==> src/rtl/i2c_master_byte_engine_assert.svh <==
// Assertion macros used by the I2C master phase engine (i2cm_engine).
// The enclosing module must provide clk and rst.
`ifndef I2C_MASTER_BYTE_ENGINE_ASSERT_SVH
`define I2C_MASTER_BYTE_ENGINE_ASSERT_SVH

// Checked at every rising edge outside reset.
`define I2CM_ASSERT(lbl, prop, msg) \
  lbl: assert property (@(posedge clk) disable iff (rst) (prop)) else $error(msg);

// Checked at every rising edge, reset included.
`define I2CM_ASSERT_ALWAYS(lbl, prop, msg) \
  lbl: assert property (@(posedge clk) (prop)) else $error(msg);

`endif

==> src/rtl/i2cm_pkg.sv <==
package i2cm_pkg;

  localparam int BITS_PER_BYTE = 8;
  localparam int BIT_CNT_W = 4;
  localparam logic [BIT_CNT_W-1:0] BIT_COUNT_INIT = BIT_CNT_W'(BITS_PER_BYTE);

  // Command codes as they arrive on the cmd port.
  typedef enum logic [2:0] {
    CMD_NONE  = 3'd0,
    CMD_START = 3'd1,
    CMD_STOP  = 3'd2,
    CMD_WRITE = 3'd3,
    CMD_READ  = 3'd4
  } cmd_t;

  // One bus tick as held in the queue between the front and the engine.
  typedef struct packed {
    cmd_t       cmd;
    logic [7:0] write_data;
    logic       send_nack;
    logic       scl_level;
    logic       sda_level;
  } tick_beat_t;

endpackage

==> src/rtl/i2cm_front.sv <==
module i2cm_front (
  input  logic                clk,
  input  logic                rst,
  input  logic                in_valid,
  output logic                in_ready,
  input  logic [2:0]          cmd,
  input  logic [7:0]          write_data,
  input  logic                send_nack,
  input  logic                scl_level,
  input  logic                sda_level,
  output logic                beat_valid,
  input  logic                beat_ready,
  output i2cm_pkg::tick_beat_t beat
);
  import i2cm_pkg::*;

  localparam int DEPTH = 2;

  tick_beat_t entries [DEPTH];
  tick_beat_t classified;
  logic       wr_ptr;
  logic       rd_ptr;
  logic [1:0] count;
  logic       push;
  logic       pop;

  // Unused command codes are folded into "no command" on the way in.
  always_comb begin
    classified.write_data = write_data;
    classified.send_nack  = send_nack;
    classified.scl_level  = scl_level;
    classified.sda_level  = sda_level;
    unique case (cmd)
      CMD_START: classified.cmd = CMD_START;
      CMD_STOP:  classified.cmd = CMD_STOP;
      CMD_WRITE: classified.cmd = CMD_WRITE;
      CMD_READ:  classified.cmd = CMD_READ;
      default:   classified.cmd = CMD_NONE;
    endcase
  end

  assign in_ready   = (count != 2'(DEPTH));
  assign push       = in_valid && in_ready;
  assign beat_valid = (count != 2'd0);
  assign pop        = beat_valid && beat_ready;
  assign beat       = entries[rd_ptr];

  always_ff @(posedge clk) begin
    if (push) begin
      entries[wr_ptr] <= classified;
    end
  end

  always_ff @(posedge clk) begin
    if (rst) begin
      wr_ptr <= 1'b0;
      rd_ptr <= 1'b0;
      count  <= 2'd0;
    end else begin
      if (push) begin
        wr_ptr <= ~wr_ptr;
      end
      if (pop) begin
        rd_ptr <= ~rd_ptr;
      end
      if (push && !pop) begin
        count <= count + 2'd1;
      end else if (pop && !push) begin
        count <= count - 2'd1;
      end
    end
  end

endmodule

==> src/rtl/i2cm_engine.sv <==
module i2cm_engine (
  input  logic                 clk,
  input  logic                 rst,
  input  logic                 beat_valid,
  output logic                 beat_ready,
  input  i2cm_pkg::tick_beat_t beat,
  output logic                 out_valid,
  input  logic                 out_ready,
  output logic                 scl_pull_low,
  output logic                 sda_pull_low,
  output logic                 ready_res,
  output logic                 done_res,
  output logic [7:0]           read_data,
  output logic                 nack_received,
  output logic                 bus_held
);
  import i2cm_pkg::*;

  typedef enum logic [4:0] {
    PH_IDLE, PH_RS_SCL, PH_RS_WAIT, PH_ST_SDA, PH_ST_SCL,
    PH_SP_SCL, PH_SP_WAIT, PH_SP_SDA, PH_SP_END,
    PH_W_SDA, PH_W_SCL, PH_W_WAIT, PH_WA_SDA, PH_WA_SCL, PH_WA_WAIT,
    PH_R_SDA, PH_R_SCL, PH_R_WAIT, PH_RA_SDA, PH_RA_SCL, PH_RA_WAIT
  } phase_t;

  phase_t               phase;
  cmd_t                 active_cmd;
  logic                 bus_started;
  logic [BIT_CNT_W-1:0] bit_counter;
  logic [BIT_CNT_W-1:0] bit_counter_next;
  logic [7:0]           shift_byte;
  logic                 ack_to_send;
  logic                 last_nack;
  logic                 scl_drive;
  logic                 sda_drive;
  logic [7:0]           read_reg;
  logic                 done;
  logic                 step;

  // The line state registers double as the result register: they only move
  // when a tick is taken, and a tick is taken only when the previous result
  // has left or is leaving.
  assign step             = beat_valid && (!out_valid || out_ready);
  assign beat_ready       = !out_valid || out_ready;
  assign bit_counter_next = bit_counter - BIT_CNT_W'(1);

  assign scl_pull_low  = scl_drive;
  assign sda_pull_low  = sda_drive;
  assign ready_res     = (phase == PH_IDLE);
  assign done_res      = done;
  assign read_data     = read_reg;
  assign nack_received = last_nack;
  assign bus_held      = bus_started;

  always_ff @(posedge clk) begin
    if (rst) begin
      out_valid   <= 1'b0;
      phase       <= PH_IDLE;
      active_cmd  <= CMD_NONE;
      bus_started <= 1'b0;
      bit_counter <= '0;
      shift_byte  <= 8'd0;
      ack_to_send <= 1'b0;
      last_nack   <= 1'b0;
      scl_drive   <= 1'b0;
      sda_drive   <= 1'b0;
      read_reg    <= 8'd0;
      done        <= 1'b0;
    end else if (step) begin
      out_valid <= 1'b1;
      done      <= 1'b0;
      unique case (phase)
        PH_IDLE: begin
          unique case (beat.cmd)
            CMD_START: begin
              active_cmd <= CMD_START;
              if (bus_started) begin
                sda_drive <= 1'b0;
                phase     <= PH_RS_SCL;
              end else begin
                sda_drive <= 1'b1;
                phase     <= PH_ST_SCL;
              end
            end
            CMD_STOP: begin
              active_cmd <= CMD_STOP;
              sda_drive  <= 1'b1;
              phase      <= PH_SP_SCL;
            end
            CMD_WRITE: begin
              active_cmd  <= CMD_WRITE;
              bit_counter <= BIT_COUNT_INIT;
              sda_drive   <= ~beat.write_data[7];
              shift_byte  <= {beat.write_data[6:0], 1'b0};
              phase       <= PH_W_SCL;
            end
            CMD_READ: begin
              active_cmd  <= CMD_READ;
              bit_counter <= BIT_COUNT_INIT;
              shift_byte  <= 8'd0;
              ack_to_send <= beat.send_nack;
              sda_drive   <= 1'b0;
              phase       <= PH_R_SCL;
            end
            default: begin
            end
          endcase
        end
        PH_RS_SCL: begin
          scl_drive <= 1'b0;
          phase     <= PH_RS_WAIT;
        end
        PH_RS_WAIT: begin
          if (beat.scl_level) begin
            phase <= PH_ST_SDA;
          end
        end
        PH_ST_SDA: begin
          sda_drive <= 1'b1;
          phase     <= PH_ST_SCL;
        end
        PH_ST_SCL: begin
          scl_drive   <= 1'b1;
          bus_started <= 1'b1;
          done        <= 1'b1;
          phase       <= PH_IDLE;
          active_cmd  <= CMD_NONE;
        end
        PH_SP_SCL: begin
          scl_drive <= 1'b0;
          phase     <= PH_SP_WAIT;
        end
        PH_SP_WAIT: begin
          if (beat.scl_level) begin
            phase <= PH_SP_SDA;
          end
        end
        PH_SP_SDA: begin
          sda_drive <= 1'b0;
          phase     <= PH_SP_END;
        end
        PH_SP_END: begin
          bus_started <= 1'b0;
          done        <= 1'b1;
          phase       <= PH_IDLE;
          active_cmd  <= CMD_NONE;
        end
        PH_W_SDA: begin
          sda_drive  <= ~shift_byte[7];
          shift_byte <= {shift_byte[6:0], 1'b0};
          phase      <= PH_W_SCL;
        end
        PH_W_SCL: begin
          scl_drive <= 1'b0;
          phase     <= PH_W_WAIT;
        end
        PH_W_WAIT: begin
          if (beat.scl_level) begin
            scl_drive   <= 1'b1;
            bit_counter <= bit_counter_next;
            phase       <= (bit_counter_next != '0) ? PH_W_SDA : PH_WA_SDA;
          end
        end
        PH_WA_SDA: begin
          sda_drive <= 1'b0;
          phase     <= PH_WA_SCL;
        end
        PH_WA_SCL: begin
          scl_drive <= 1'b0;
          phase     <= PH_WA_WAIT;
        end
        PH_WA_WAIT: begin
          if (beat.scl_level) begin
            last_nack  <= beat.sda_level;
            scl_drive  <= 1'b1;
            done       <= 1'b1;
            phase      <= PH_IDLE;
            active_cmd <= CMD_NONE;
          end
        end
        PH_R_SDA: begin
          sda_drive <= 1'b0;
          phase     <= PH_R_SCL;
        end
        PH_R_SCL: begin
          scl_drive <= 1'b0;
          phase     <= PH_R_WAIT;
        end
        PH_R_WAIT: begin
          if (beat.scl_level) begin
            shift_byte  <= {shift_byte[6:0], beat.sda_level};
            scl_drive   <= 1'b1;
            bit_counter <= bit_counter_next;
            phase       <= (bit_counter_next != '0) ? PH_R_SDA : PH_RA_SDA;
          end
        end
        PH_RA_SDA: begin
          sda_drive <= ~ack_to_send;
          phase     <= PH_RA_SCL;
        end
        PH_RA_SCL: begin
          scl_drive <= 1'b0;
          phase     <= PH_RA_WAIT;
        end
        PH_RA_WAIT: begin
          if (beat.scl_level) begin
            scl_drive  <= 1'b1;
            read_reg   <= shift_byte;
            done       <= 1'b1;
            phase      <= PH_IDLE;
            active_cmd <= CMD_NONE;
          end
        end
        default: begin
          phase      <= PH_IDLE;
          active_cmd <= CMD_NONE;
        end
      endcase
    end else if (out_ready) begin
      out_valid <= 1'b0;
    end
  end

`include "i2c_master_byte_engine_assert.svh"

  `I2CM_ASSERT(a_idle_matches_cmd, (phase == PH_IDLE) == (active_cmd == CMD_NONE), "idle state")
  `I2CM_ASSERT(a_done_is_idle, done |-> (phase == PH_IDLE), "done pulse outside idle")
  `I2CM_ASSERT(a_hold_phase, !step |=> $stable(phase), "phase moved without a tick")
  `I2CM_ASSERT(a_hold_lines, !step |=> $stable(scl_drive) && $stable(sda_drive), "lines moved")
  `I2CM_ASSERT(a_bit_count_range, bit_counter <= BIT_COUNT_INIT, "bit counter out of range")

endmodule

==> src/rtl/i2c_master_byte_engine.sv <==
// I2C master byte engine, one bus tick per input beat and one result beat per tick.
// A tick accepted into the tick queue is then taken by the engine, which registers its result.
// Throughput: one tick per clock while out_ready holds, set by the two-entry tick queue feeding the
// phase engine, whose state registers also serve as the result register.
// Reset (rst, synchronous, active high): queue empty, engine idle, both lines
// released, bus not held, read byte and acknowledge status cleared.
module i2c_master_byte_engine (
  input  logic       clk,
  input  logic       rst,
  input  logic       in_valid,
  output logic       in_ready,
  input  logic [2:0] cmd,
  input  logic [7:0] write_data,
  input  logic       send_nack,
  input  logic       scl_level,
  input  logic       sda_level,
  output logic       out_valid,
  input  logic       out_ready,
  output logic       scl_pull_low,
  output logic       sda_pull_low,
  output logic       ready_res,
  output logic       done_res,
  output logic [7:0] read_data,
  output logic       nack_received,
  output logic       bus_held
);
  import i2cm_pkg::*;

  // Beat handoff between the front (which folds unused command codes into
  // "no command" and queues the tick) and the engine (which steps the bus
  // phase machine once per tick). The queue lets the input side keep taking
  // beats while a result beat waits on the output side.
  tick_beat_t beat;
  logic       beat_valid;
  logic       beat_ready;

  i2cm_front u_front (
    .clk        (clk),
    .rst        (rst),
    .in_valid   (in_valid),
    .in_ready   (in_ready),
    .cmd        (cmd),
    .write_data (write_data),
    .send_nack  (send_nack),
    .scl_level  (scl_level),
    .sda_level  (sda_level),
    .beat_valid (beat_valid),
    .beat_ready (beat_ready),
    .beat       (beat)
  );

  // The engine updates its drive and status registers on each tick it takes;
  // commands are only looked at while idle, so a command on a busy tick is
  // dropped. Wait phases repeat while the sampled SCL stays low, which gives
  // clock stretching with no timeout.
  i2cm_engine u_engine (
    .clk           (clk),
    .rst           (rst),
    .beat_valid    (beat_valid),
    .beat_ready    (beat_ready),
    .beat          (beat),
    .out_valid     (out_valid),
    .out_ready     (out_ready),
    .scl_pull_low  (scl_pull_low),
    .sda_pull_low  (sda_pull_low),
    .ready_res     (ready_res),
    .done_res      (done_res),
    .read_data     (read_data),
    .nack_received (nack_received),
    .bus_held      (bus_held)
  );

endmodule
==> config.mk <==
export PLATFORM = sky130hd
export DESIGN_NAME = i2c_master_byte_engine
export DESIGN_NICKNAME = d
export VERILOG_FILES = /design/src/rtl/i2cm_pkg.sv /design/src/rtl/i2cm_front.sv /design/src/rtl/i2cm_engine.sv /design/src/rtl/i2c_master_byte_engine.sv
export VERILOG_INCLUDE_DIRS = /design/src /design/src/rtl
export SDC_FILE = /design/constraint.sdc
export NUM_CORES = 1
export LEC_CHECK = 0
export BUFFER_PORTS_ARGS = -buffer_cell sky130_fd_sc_hd__buf_2
export CORE_MARGIN = 2
export CORE_UTILIZATION = 55
export CTS_CLUSTER_DIAMETER = 200
export CTS_CLUSTER_SIZE = 25
export DETAILED_ROUTE_END_ITERATION = 7
export PLACE_DENSITY = 0.81
export SLEW_MARGIN = 20
export SYNTH_ARGS = -nofsm -noshare
export SYNTH_HDL_FRONTEND = slang
export SYNTH_SLANG_ARGS = --single-unit
==> constraint.sdc <==
create_clock -name clk -period 4.2 [get_ports clk]
set_input_delay 0.21 -clock clk [delete_from_list [all_inputs] [get_ports clk]]
set_output_delay 0.21 -clock clk [all_outputs]
set_load 0.02 [all_outputs]
==> results.py, run 1 <==
metrics = {
    "power": {
        "pwr-share-clk_pct": 24.7,
        "ir_drop_v": 0.0005072,
        "switching_share_pct": 39.63,
        "internal_power_w": 0.001597,
        "switching_power_w": 0.001048,
        "p_leak_nw": 1.318,
        "powerDensity_nw_per_um2": 698.7,
        "share_seq_of_total_power_pct": 37.5,
        "combPwrFrac_pct": 37.8,
    },
    "flow_run": {
        "maxCapViolCount": 0,
    },
    "timing": {
        "period_needed_ns": 2.571,
        "tightest_slew_ns": 0.9665,
        "hold_viol": 0,
        "rsz0062_at_grt": "no",
        "fin_crit_sh_pct": 61.22,
        "setup_viol": 0,
        "fin_skew_ns": 0.01054,
        "relSlewSlack_pct": 35.48,
        "max_freq_mhz": 388.9,
        "finalMaxSlewViolations": 0,
        "tns_ns": 0,
    },
    "critical_path": {
        "worstSetupStartpointType": "flip-flop",
        "crit_type": "flip-flop to flip-flop",
        "crit_arrival_ns": 2.84,
        "worstReg2RegEnd": "u_engine.shift_byte[5]",
        "endpoint_kind": "flip-flop",
        "r2r_slack_ns": 1.63,
        "cp.required_ns": 4.47,
        "worstPathMaxFanout": 25,
        "worstRegToRegCells": 6,
        "timing.rr.start": "u_engine.phase[0]",
    },
    "finish": {
        "nNetsFinal": 388,
        "area_growth_pct": 12.74,
        "num_antenna_cells": 0,
        "layout_commonest_cell": "dfxtp_1",
        "drive_gt1_share_pct": 20.97,
        "fin_util_pct": 63.95,
        "final_cell_mix": "37 x dfxtp_1, 35 x nor2_1, 33 x buf_2",
        "fillers": 490,
        "layoutNonFillerInstCount": 447,
    },
    "die": {
        "start_util_pct": 56.72,
        "std_cell_rows": 28,
        "fp.dieW_microns": 82.14,
        "fp.dieH_microns": 82.14,
        "core_sq_um": 5921,
        "die_area_sq_um": 6747,
        "ios": 34,
    },
    "yosys": {
        "ys_ff_latch": 65,
        "avgSynthCellArea_sq_um": 9.906,
        "synthSimpleGateAreaFrac_pct": 19.08,
        "syn_inst": 339,
        "synth_flop_cell": "dfxtp_1",
        "synth-xor-area-share_pct": 1.826,
        "synthTopCellsByArea": "edfxtp_1 25%, dfxtp_1 22%, mux2i_1 7.5%",
        "syn-num-nets": 360,
        "synth_edf_count": 28,
        "yosysSeqAreaShare_pct": 47.09,
        "synth_top_area_share_pct": 25.04,
        "synth-async-reset-ratio_pct": 0,
        "synth_top_family_by_area": "simple AND/OR/NAND/NOR gates",
        "ys_warn_count": 0,
        "muxShareOfSynthArea_pct": 8.458,
        "synth_cell_type_count": 66,
        "syn_area_sq_um": 3358,
        "synthAdderAreaFrac_pct": 1.118,
        "synth_compound_area_share_pct": 18.96,
        "synth_top_area_cell": "edfxtp_1",
    },
    "place": {
        "dp_hpwl_microns": 5065,
        "dp.cells": 431,
        "gp_congestion": 0.9194,
        "portBuffers": 33,
    },
    "detailed_routing": {
        "drt_first_pass_iters": 6,
        "vias_per_cell": 5.949,
        "drc": 0,
        "drtIter0Drc": 303,
        "vias": 2659,
        "drt-total-wl_microns": 7482,
        "wl_per_cell_microns": 16.74,
        "ant_nets": 0,
    },
    "cts": {
        "clock_latency_ns": 0.35,
        "cts_setup_buffers": 0,
        "cts_tree": "done",
        "numCtsBuffers": 9,
        "clockBufferDepth": 2,
        "cts_hold_buf": 0,
        "ctsRootBufferMaster": "clkbuf_8",
        "clkSlewWorstSetupHoldPaths_ns": 0.08,
        "cts_resized": 0,
        "cts_max_level": 3,
        "clock_sinks": 65,
    },
    "global_route": {
        "antenna_found_initial": 0,
        "grt_pass1_wl_microns": 11880,
        "grt_pass1_vias": 2475,
        "grt-ovfl-total": 0,
        "grt_max_degree": 37,
        "track_usage_pct": 23.74,
    },
    "min_path": {
        "hold_path_class": "input pin to flip-flop",
        "min_path_cells": 1,
        "min_to": "u_front.entries[0][8]",
        "min_from": "write_data[5]",
    },
    "status": {
        "status": "finished clean",
    },
}
==> state kept, by name (all words and copies together), names as in the netlist, 2 cells and up, named ones only <==
name,flops
u_engine.shift_byte,8
u_engine.bit_counter,4
u_front.count,2
u_engine.phase,5
u_front.entries,28
u_engine.read_data,8
==> critical path, cell delays in order (launching register included) <==
cell and delay, ns:
dfxtp_1 0.83, nand2b_1 0.28, a211oi_4 0.50, o22ai_2 0.19
nor2_4 0.38, nor2_1 0.11, a211oi_2 0.19
==> cells in the mapped netlist, types with 3 or more instances <==
cell type / instances
mux2i_1: 25
nor2_1: 36
inv_2: 4
mux2_2: 3
o211ai_1: 3
nor2b_1: 11
xnor2_1: 4
a221oi_1: 3
xor2_1: 3
o22ai_1: 3
buf_2: 6
or3_1: 5
buf_1: 3
nand3_1: 6
dfxtp_1: 37
a31oi_1: 3
nand2b_1: 9
nor3_1: 11
ha_1: 3
o21ai_0: 14
a211oi_2: 7
nand3b_1: 3
o21ai_1: 4
edfxtp_1: 28
inv_1: 7
clkbuf_1: 6
nor4_1: 4
a21oi_1: 24
nand2_1: 19
==> kinds of logic (layout without fill, tap and decap cells) <==
kind of cell / Yosys count / in the layout
simple gates: 122 / 122
compound gates: 87 / 87
flops: 65 / 65
mux: 28 / 28
buf+inv: 27 / 60
xor+xnor: 7 / 7
fa+ha+maj: 3 / 3
==> power groups by stage <==
| stage | logic [W] | clock network (W) | registers (W) |
|---|---|---|---|
| 2_1_floorplan | 0.000870 | 0 | 0.000897 |
| 3_3_place_gp | 0.000972 | 0 | 0.000994 |
| 3_5_place_dp | 0.000984 | 0 | 0.000998 |
| 4_1_cts | 0.000996 | 0.000662 | 0.000986 |
| 5_1_grt | 0.00109 | 0.000687 | 0.00101 |
| 6_report | 0.00100 | 0.000654 | 0.000992 |
==> layout make-up <==
type,instances,area (sq um),share of cell area [%]
clock buffers,10,127.6,3.371
clock inverters,6,113.9,3.007
inverters,11,41.29,1.091
multi-input cells,247,1663,43.92
flip-flops and latches,65,1582,41.77
well taps,75,93.84,2.479
repair buffers,33,165.2,4.362
==> per-layer routing <==
layer	part of all wire [%]	GRT usage, %	wire length (microns)	up-vias
li1	-	-	-	1301
met1	46	32.21	3412	1252
met2	47	36.75	3515	87
met3	4.7	4.783	349	19
met4	2.7	10.83	204	0
met5	0	0	0	-
==> worst max-delay path by stage <==
stage | slack (ns) | end | cells after the start | startpoint
after detailed placement | 1.73 | u_engine.shift_byte[6] | 6 | u_engine.phase[0]
after floorplan | 2.40 | u_front.entries[0][0] | 3 | u_front.count[0]
after global routing | 1.44 | u_engine.shift_byte[5] | 6 | u_engine.phase[0]
after CTS | 1.69 | u_engine.shift_byte[5] | 6 | u_engine.phase[0]
final | 1.63 | u_engine.shift_byte[5] | 6 | u_engine.phase[0]
after global placement | 1.79 | u_engine.nack_received | 5 | flip-flop
==> through the flow <==
step | hold WS, ns | setup slack, ns | instance area [sq um] | power (W)
final | 0.04381 | 1.629 | 3786 | 0.002645
after CTS | 0.03484 | 1.687 | 3784 | 0.002644
after global routing | 0.03689 | 1.443 | 3786 | 0.002795
after global placement | 0.3971 | 1.791 | 3542 | 0.001966
after floorplan | 0.3089 | 2.395 | 3358 | 0.001767
after detailed placement | 0.4010 | 1.730 | 3542 | 0.001982
No activity file was read; power rests on OpenSTA's default activity.
==> run 2: changes to the inputs <==
--- a/config.mk
+++ b/config.mk
@@ -8,11 +8,11 @@
 export LEC_CHECK = 0
 export BUFFER_PORTS_ARGS = -buffer_cell sky130_fd_sc_hd__buf_2
 export CORE_MARGIN = 2
-export CORE_UTILIZATION = 55
+export CORE_UTILIZATION = 53
 export CTS_CLUSTER_DIAMETER = 200
 export CTS_CLUSTER_SIZE = 25
 export DETAILED_ROUTE_END_ITERATION = 7
-export PLACE_DENSITY = 0.81
+export PLACE_DENSITY = 0.82
 export SLEW_MARGIN = 20
 export SYNTH_ARGS = -nofsm -noshare
 export SYNTH_HDL_FRONTEND = slang
==> constraint.sdc (replaced) <==
create_clock -name clk -period 2.2 [get_ports clk]
set_input_delay 0.11 -clock clk [delete_from_list [all_inputs] [get_ports clk]]
set_output_delay 0.11 -clock clk [all_outputs]
set_load 0.02 [all_outputs]
==> results.py, run 2 (synthesis gave the netlist of run 1 again) <==
metrics = {
    "finish": {
        "final_cell_mix": "36 x nor2_1, 36 x dfxtp_1, 33 x buf_2",
        "largest_reg_flops": 28,
        "layoutNonFillerInstCount": 482,
        "area_growth_pct": 20.90,
        "regMostFlops": "u_front.entries",
        "drive_gt1_share_pct": 24.69,
        "num_antenna_cells": 0,
        "nNetsFinal": 421,
        "fin_util_pct": 65.06,
    },
    "global_route": {
        "antenna_found_initial": 0,
        "grt_max_degree": 29,
        "track_usage_pct": 23.18,
        "grt_pass1_vias": 2619,
        "grt_pass1_wl_microns": 12790,
        "grt-ovfl-total": 0,
    },
    "critical_path": {
        "worstPathMaxFanout": 12,
        "timing.rr.start": "u_engine.phase[4]",
        "crit_arrival_ns": 2.30,
        "crit_start": "u_engine.phase[4]",
        "endpoint_kind": "flip-flop",
        "cp.required_ns": 2.45,
        "worstSetupStartpointType": "flip-flop",
        "crit_type": "flip-flop to flip-flop",
    },
    "place": {
        "portBuffers": 33,
        "gp_congestion": 0.8884,
        "dp.cells": 451,
        "dp_hpwl_microns": 5419,
        "dpl_worst_slack_ns": 0.1500,
    },
    "timing": {
        "rsz0062_at_grt": "no",
        "fin_skew_ns": 0.008594,
        "setup_viol": 0,
        "tns_ns": 0,
        "fin_crit_sh_pct": 93.05,
        "hold_slack_ns": 0.05368,
        "max_freq_mhz": 488.5,
        "tightest_slew_ns": 0.6330,
        "relSlewSlack_pct": 57.80,
        "period_needed_ns": 2.047,
        "hold_viol": 0,
        "finalMaxSlewViolations": 0,
        "postLayoutSetupSlackWorst_ns": 0.1530,
    },
    "die": {
        "start_util_pct": 53.81,
        "fp.dieW_microns": 83.60,
        "std_cell_rows": 29,
        "fp.dieH_microns": 83.60,
        "die_area_sq_um": 6989,
        "ios": 34,
        "core_sq_um": 6241,
    },
    "min_path": {
        "hold_path_class": "input pin to flip-flop",
        "min_from": "out_ready",
    },
    "detailed_routing": {
        "drc": 0,
        "vias_per_cell": 5.820,
        "wl_per_cell_microns": 16.20,
        "vias": 2805,
        "drt-total-wl_microns": 7807,
        "drtIter0Drc": 222,
        "ant_nets": 0,
        "drt_first_pass_iters": 4,
    },
    "cts": {
        "numCtsBuffers": 9,
        "clock_sinks": 65,
        "clockBufferDepth": 2,
        "clock_latency_ns": 0.34,
        "clkSlewWorstSetupHoldPaths_ns": 0.08,
        "cts_max_level": 3,
        "cts_tree": "done",
        "ctsRootBufferMaster": "clkbuf_8",
    },
    "power": {
        "switching_power_w": 0.002074,
        "p_leak_nw": 1.477,
        "combPwrFrac_pct": 44.3,
        "powerDensity_nw_per_um2": 1290,
        "pwr-share-clk_pct": 21.5,
        "share_seq_of_total_power_pct": 34.2,
        "switching_share_pct": 39.59,
        "ir_drop_v": 0.0009302,
        "internal_power_w": 0.003164,
    },
    "status": {
        "status": "finished clean",
    },
    "flow_run": {
        "maxCapViolCount": 0,
    },
}
==> run 2: worst max-delay path: stages, from the launching register on <==
cell and delay [ns]:
dfxtp_1 0.53, buf_4 0.21, nor2_2 0.06, nand4_2 0.21, inv_2 0.05, a31oi_1 0.25
nand2_1 0.15, a211o_1 0.35, o32ai_1 0.14
==> run 2: worst paths after layout <==
kind	to	slack [ns]	cells after the start
max	u_engine.phase[4]	0.15	8
min	u_engine.out_valid	0.05	3
max reg2reg	u_engine.phase[4]	0.15	8
min reg2reg	u_engine.scl_pull_low	0.49	2
==> run 2: what timing repair did <==
action / in CTS / in global routing
endpoints found under the setup margin: 0 / 9
hold buffers: 11 / 0
hold endpoints to repair: 22 / 0
buffers inserted: 0 / 4
resized for setup: 0 / 2
==> run 2: power groups by stage <==
stage / Combinational [W] / Clock (W) / Sequential, W
2_1_floorplan: 0.00166 / 0 / 0.00171
3_3_place_gp: 0.00211 / 0 / 0.00180
3_5_place_dp: 0.00214 / 0 / 0.00181
4_1_cts: 0.00217 / 0.00113 / 0.00178
5_1_grt: 0.00253 / 0.00119 / 0.00183
6_report: 0.00232 / 0.00113 / 0.00179
==> run 2: layout make-up <==
cell class / count / area (sq um)
fillers: 499 / 2181
multi-input cells: 247 / 1669
flip-flops and latches: 65 / 1583
repair buffers: 66 / 452.9
clock buffers: 10 / 127.6
well taps: 77 / 96.34
clock inverters: 6 / 90.09
inverters: 11 / 41.29
==> run 2: metal layers <==
metal	share of wire (%)	global-route usage [%]	up-vias
met2	47	36.51	95
li1	-	-	1376
met5	0	0	-
met3	6.8	5.440	15
met4	2.0	9.531	0
met1	44	30.90	1319
==> run 2: stage by stage <==
stage / cell area (sq um) / total power (W)
after floorplan: 3358 / 0.003372
after global placement: 3680 / 0.003909
after detailed placement: 3680 / 0.003947
after CTS: 4008 / 0.005081
after global routing: 4060 / 0.005560
final: 4060 / 0.005237
==> run 3: changes to the inputs <==
--- a/config.mk
+++ b/config.mk
@@ -6,13 +6,13 @@
 export SDC_FILE = /design/constraint.sdc
 export NUM_CORES = 1
 export LEC_CHECK = 0
-export BUFFER_PORTS_ARGS = -buffer_cell sky130_fd_sc_hd__buf_2
 export CORE_MARGIN = 2
-export CORE_UTILIZATION = 53
+export CORE_UTILIZATION = 55
 export CTS_CLUSTER_DIAMETER = 200
 export CTS_CLUSTER_SIZE = 25
 export DETAILED_ROUTE_END_ITERATION = 7
-export PLACE_DENSITY = 0.82
+export DONT_BUFFER_PORTS = 1
+export PLACE_DENSITY = 0.79
 export SLEW_MARGIN = 20
 export SYNTH_ARGS = -nofsm -noshare
 export SYNTH_HDL_FRONTEND = slang
==> results.py, run 3 (synthesis gave the netlist of run 1 again) <==
metrics = {
    "status": {
        "status": "finished clean",
    },
    "detailed_routing": {
        "drt-total-wl_microns": 7389,
        "drc": 0,
        "ant_nets": 0,
        "vias": 2733,
        "drtIter0Drc": 402,
        "vias_per_cell": 6.128,
        "drt_first_pass_iters": 6,
        "wl_per_cell_microns": 16.57,
    },
    "critical_path": {
        "endpoint_kind": "flip-flop",
        "crit_arrival_ns": 2.25,
        "worstSetupStartpointType": "flip-flop",
        "r2r_slack_ns": 0.14,
        "crit_type": "flip-flop to flip-flop",
        "worstPathMaxFanout": 14,
        "cp.required_ns": 2.39,
    },
    "power": {
        "powerDensity_nw_per_um2": 1303,
        "pwr-share-clk_pct": 22.4,
        "p_leak_nw": 1.325,
        "switching_share_pct": 39.54,
        "switching_power_w": 0.002010,
        "combPwrFrac_pct": 41.5,
        "share_seq_of_total_power_pct": 36.1,
        "internal_power_w": 0.003073,
        "ir_drop_v": 0.0007331,
    },
    "finish": {
        "area_growth_pct": 16.17,
        "regMostFlops": "u_front.entries",
        "layout_commonest_cell": "nor2_1",
        "num_antenna_cells": 0,
        "nNetsFinal": 387,
        "final_cell_mix": "36 x nor2_1, 34 x dfxtp_1, 28 x edfxtp_1",
        "largest_reg_flops": 28,
        "drive_gt1_share_pct": 17.25,
    },
    "cts": {
        "numCtsBuffers": 9,
        "clock_sinks": 65,
        "cts_max_level": 3,
        "clockBufferDepth": 2,
        "clkSlewWorstSetupHoldPaths_ns": 0.08,
        "cts_tree": "done",
        "ctsRootBufferMaster": "clkbuf_8",
        "cts_setup_buffers": 0,
        "clock_latency_ns": 0.34,
    },
    "timing": {
        "tns_ns": 0,
        "max_freq_mhz": 485.2,
        "hold_slack_ns": 0.02538,
        "rsz0062_at_grt": "no",
        "tightest_slew_ns": 0.4740,
        "fin_skew_ns": 0.01423,
        "fin_crit_sh_pct": 93.68,
        "finalMaxSlewViolations": 0,
        "hold_viol": 0,
        "setup_viol": 0,
        "relSlewSlack_pct": 68.36,
        "period_needed_ns": 2.061,
    },
    "global_route": {
        "grt_max_degree": 36,
        "antenna_found_initial": 0,
        "grt_pass1_vias": 2451,
        "track_usage_pct": 23.66,
        "grt_pass1_wl_microns": 11730,
        "grt-ovfl-total": 0,
    },
    "place": {
        "gp_congestion": 0.8940,
        "portBuffers": 0,
        "dp_hpwl_microns": 5049,
    },
    "die": {
        "fp.dieW_microns": 82.14,
        "std_cell_rows": 28,
        "ios": 34,
        "die_area_sq_um": 6747,
        "fp.dieH_microns": 82.14,
        "start_util_pct": 56.72,
        "core_sq_um": 5921,
    },
    "min_path": {
        "hold_path_class": "input pin to flip-flop",
    },
    "flow_run": {
        "maxCapViolCount": 0,
    },
}
-- run 3: area by class of cell --
class | instances | area (sq um)
Multi-Input combinational cell | 247 | 1660
Clock buffer | 12 | 177.7
Fill cell | 451 | 2019
Tap cell | 75 | 93.84
Inverter | 11 | 41.29
Sequential cell | 65 | 1585
Clock inverter | 4 | 52.55
Timing Repair Buffer | 32 | 290.3
-- run 3: power groups by stage --
stage               logic, W  clock network [W]  registers (W)
CTS                  0.00209            0.00116        0.00182
global placement     0.00198                  0        0.00184
finish               0.00211            0.00114        0.00183
floorplan            0.00166                  0        0.00171
detailed placement   0.00204                  0        0.00185
global route         0.00231            0.00120        0.00188
-- run 3: critical path, stage by stage (launching register included) --
cell and delay (ns):
dfxtp_1 0.46, nor2_2 0.23, nand4_2 0.16, buf_4 0.19, o31ai_2 0.41, nand2b_4 0.24
o21ba_1 0.16, a311oi_2 0.05
-- run 3: path summary, 6_finish.rpt --
check / from / end / cells past startpoint
setup / recovery: u_engine.phase[1] / u_engine.bit_counter[3] / 7
hold / removal: rst / u_engine.phase[3] / 2
setup reg to reg: u_engine.phase[1] / u_engine.bit_counter[3] / 7
hold reg to reg: u_engine.shift_byte[4] / u_engine.read_data[4] / 2
-- run 3: routing by layer --
layer  track usage, %  share of wire [%]  up-vias
met4            12.67                1.9        0
met2            36.10                 47      118
met3            5.000                7.7       11
li1                 -                  -     1303
met5                0                  0        -
met1            31.64                 43     1301
-- run 3: repair_timing --
item / 4_1_cts / 5_1_grt
endpoints found under the hold margin: 65 / 0
setup endpoints to repair: 0 / 7
resized for setup: 0 / 3
hold buffers: 16 / 0
-- run 3: through the flow --
step / instance area (sq um) / power [W] / setup slack, ns / utilization, % / instances
after CTS: 3897 / 0.005074 / 0.1002 / 65.83 / 446
after global routing: 3901 / 0.005384 / 0.007103 / 65.89 / 446
final: 3901 / 0.005084 / 0.1390 / 65.89 / 446
after global placement: 3497 / 0.003826 / 0.1465 / 59.07 / 414
after floorplan: 3358 / 0.003372 / 0.3952 / - / 339
after detailed placement: 3497 / 0.003889 / 0.1216 / 59.07 / 414
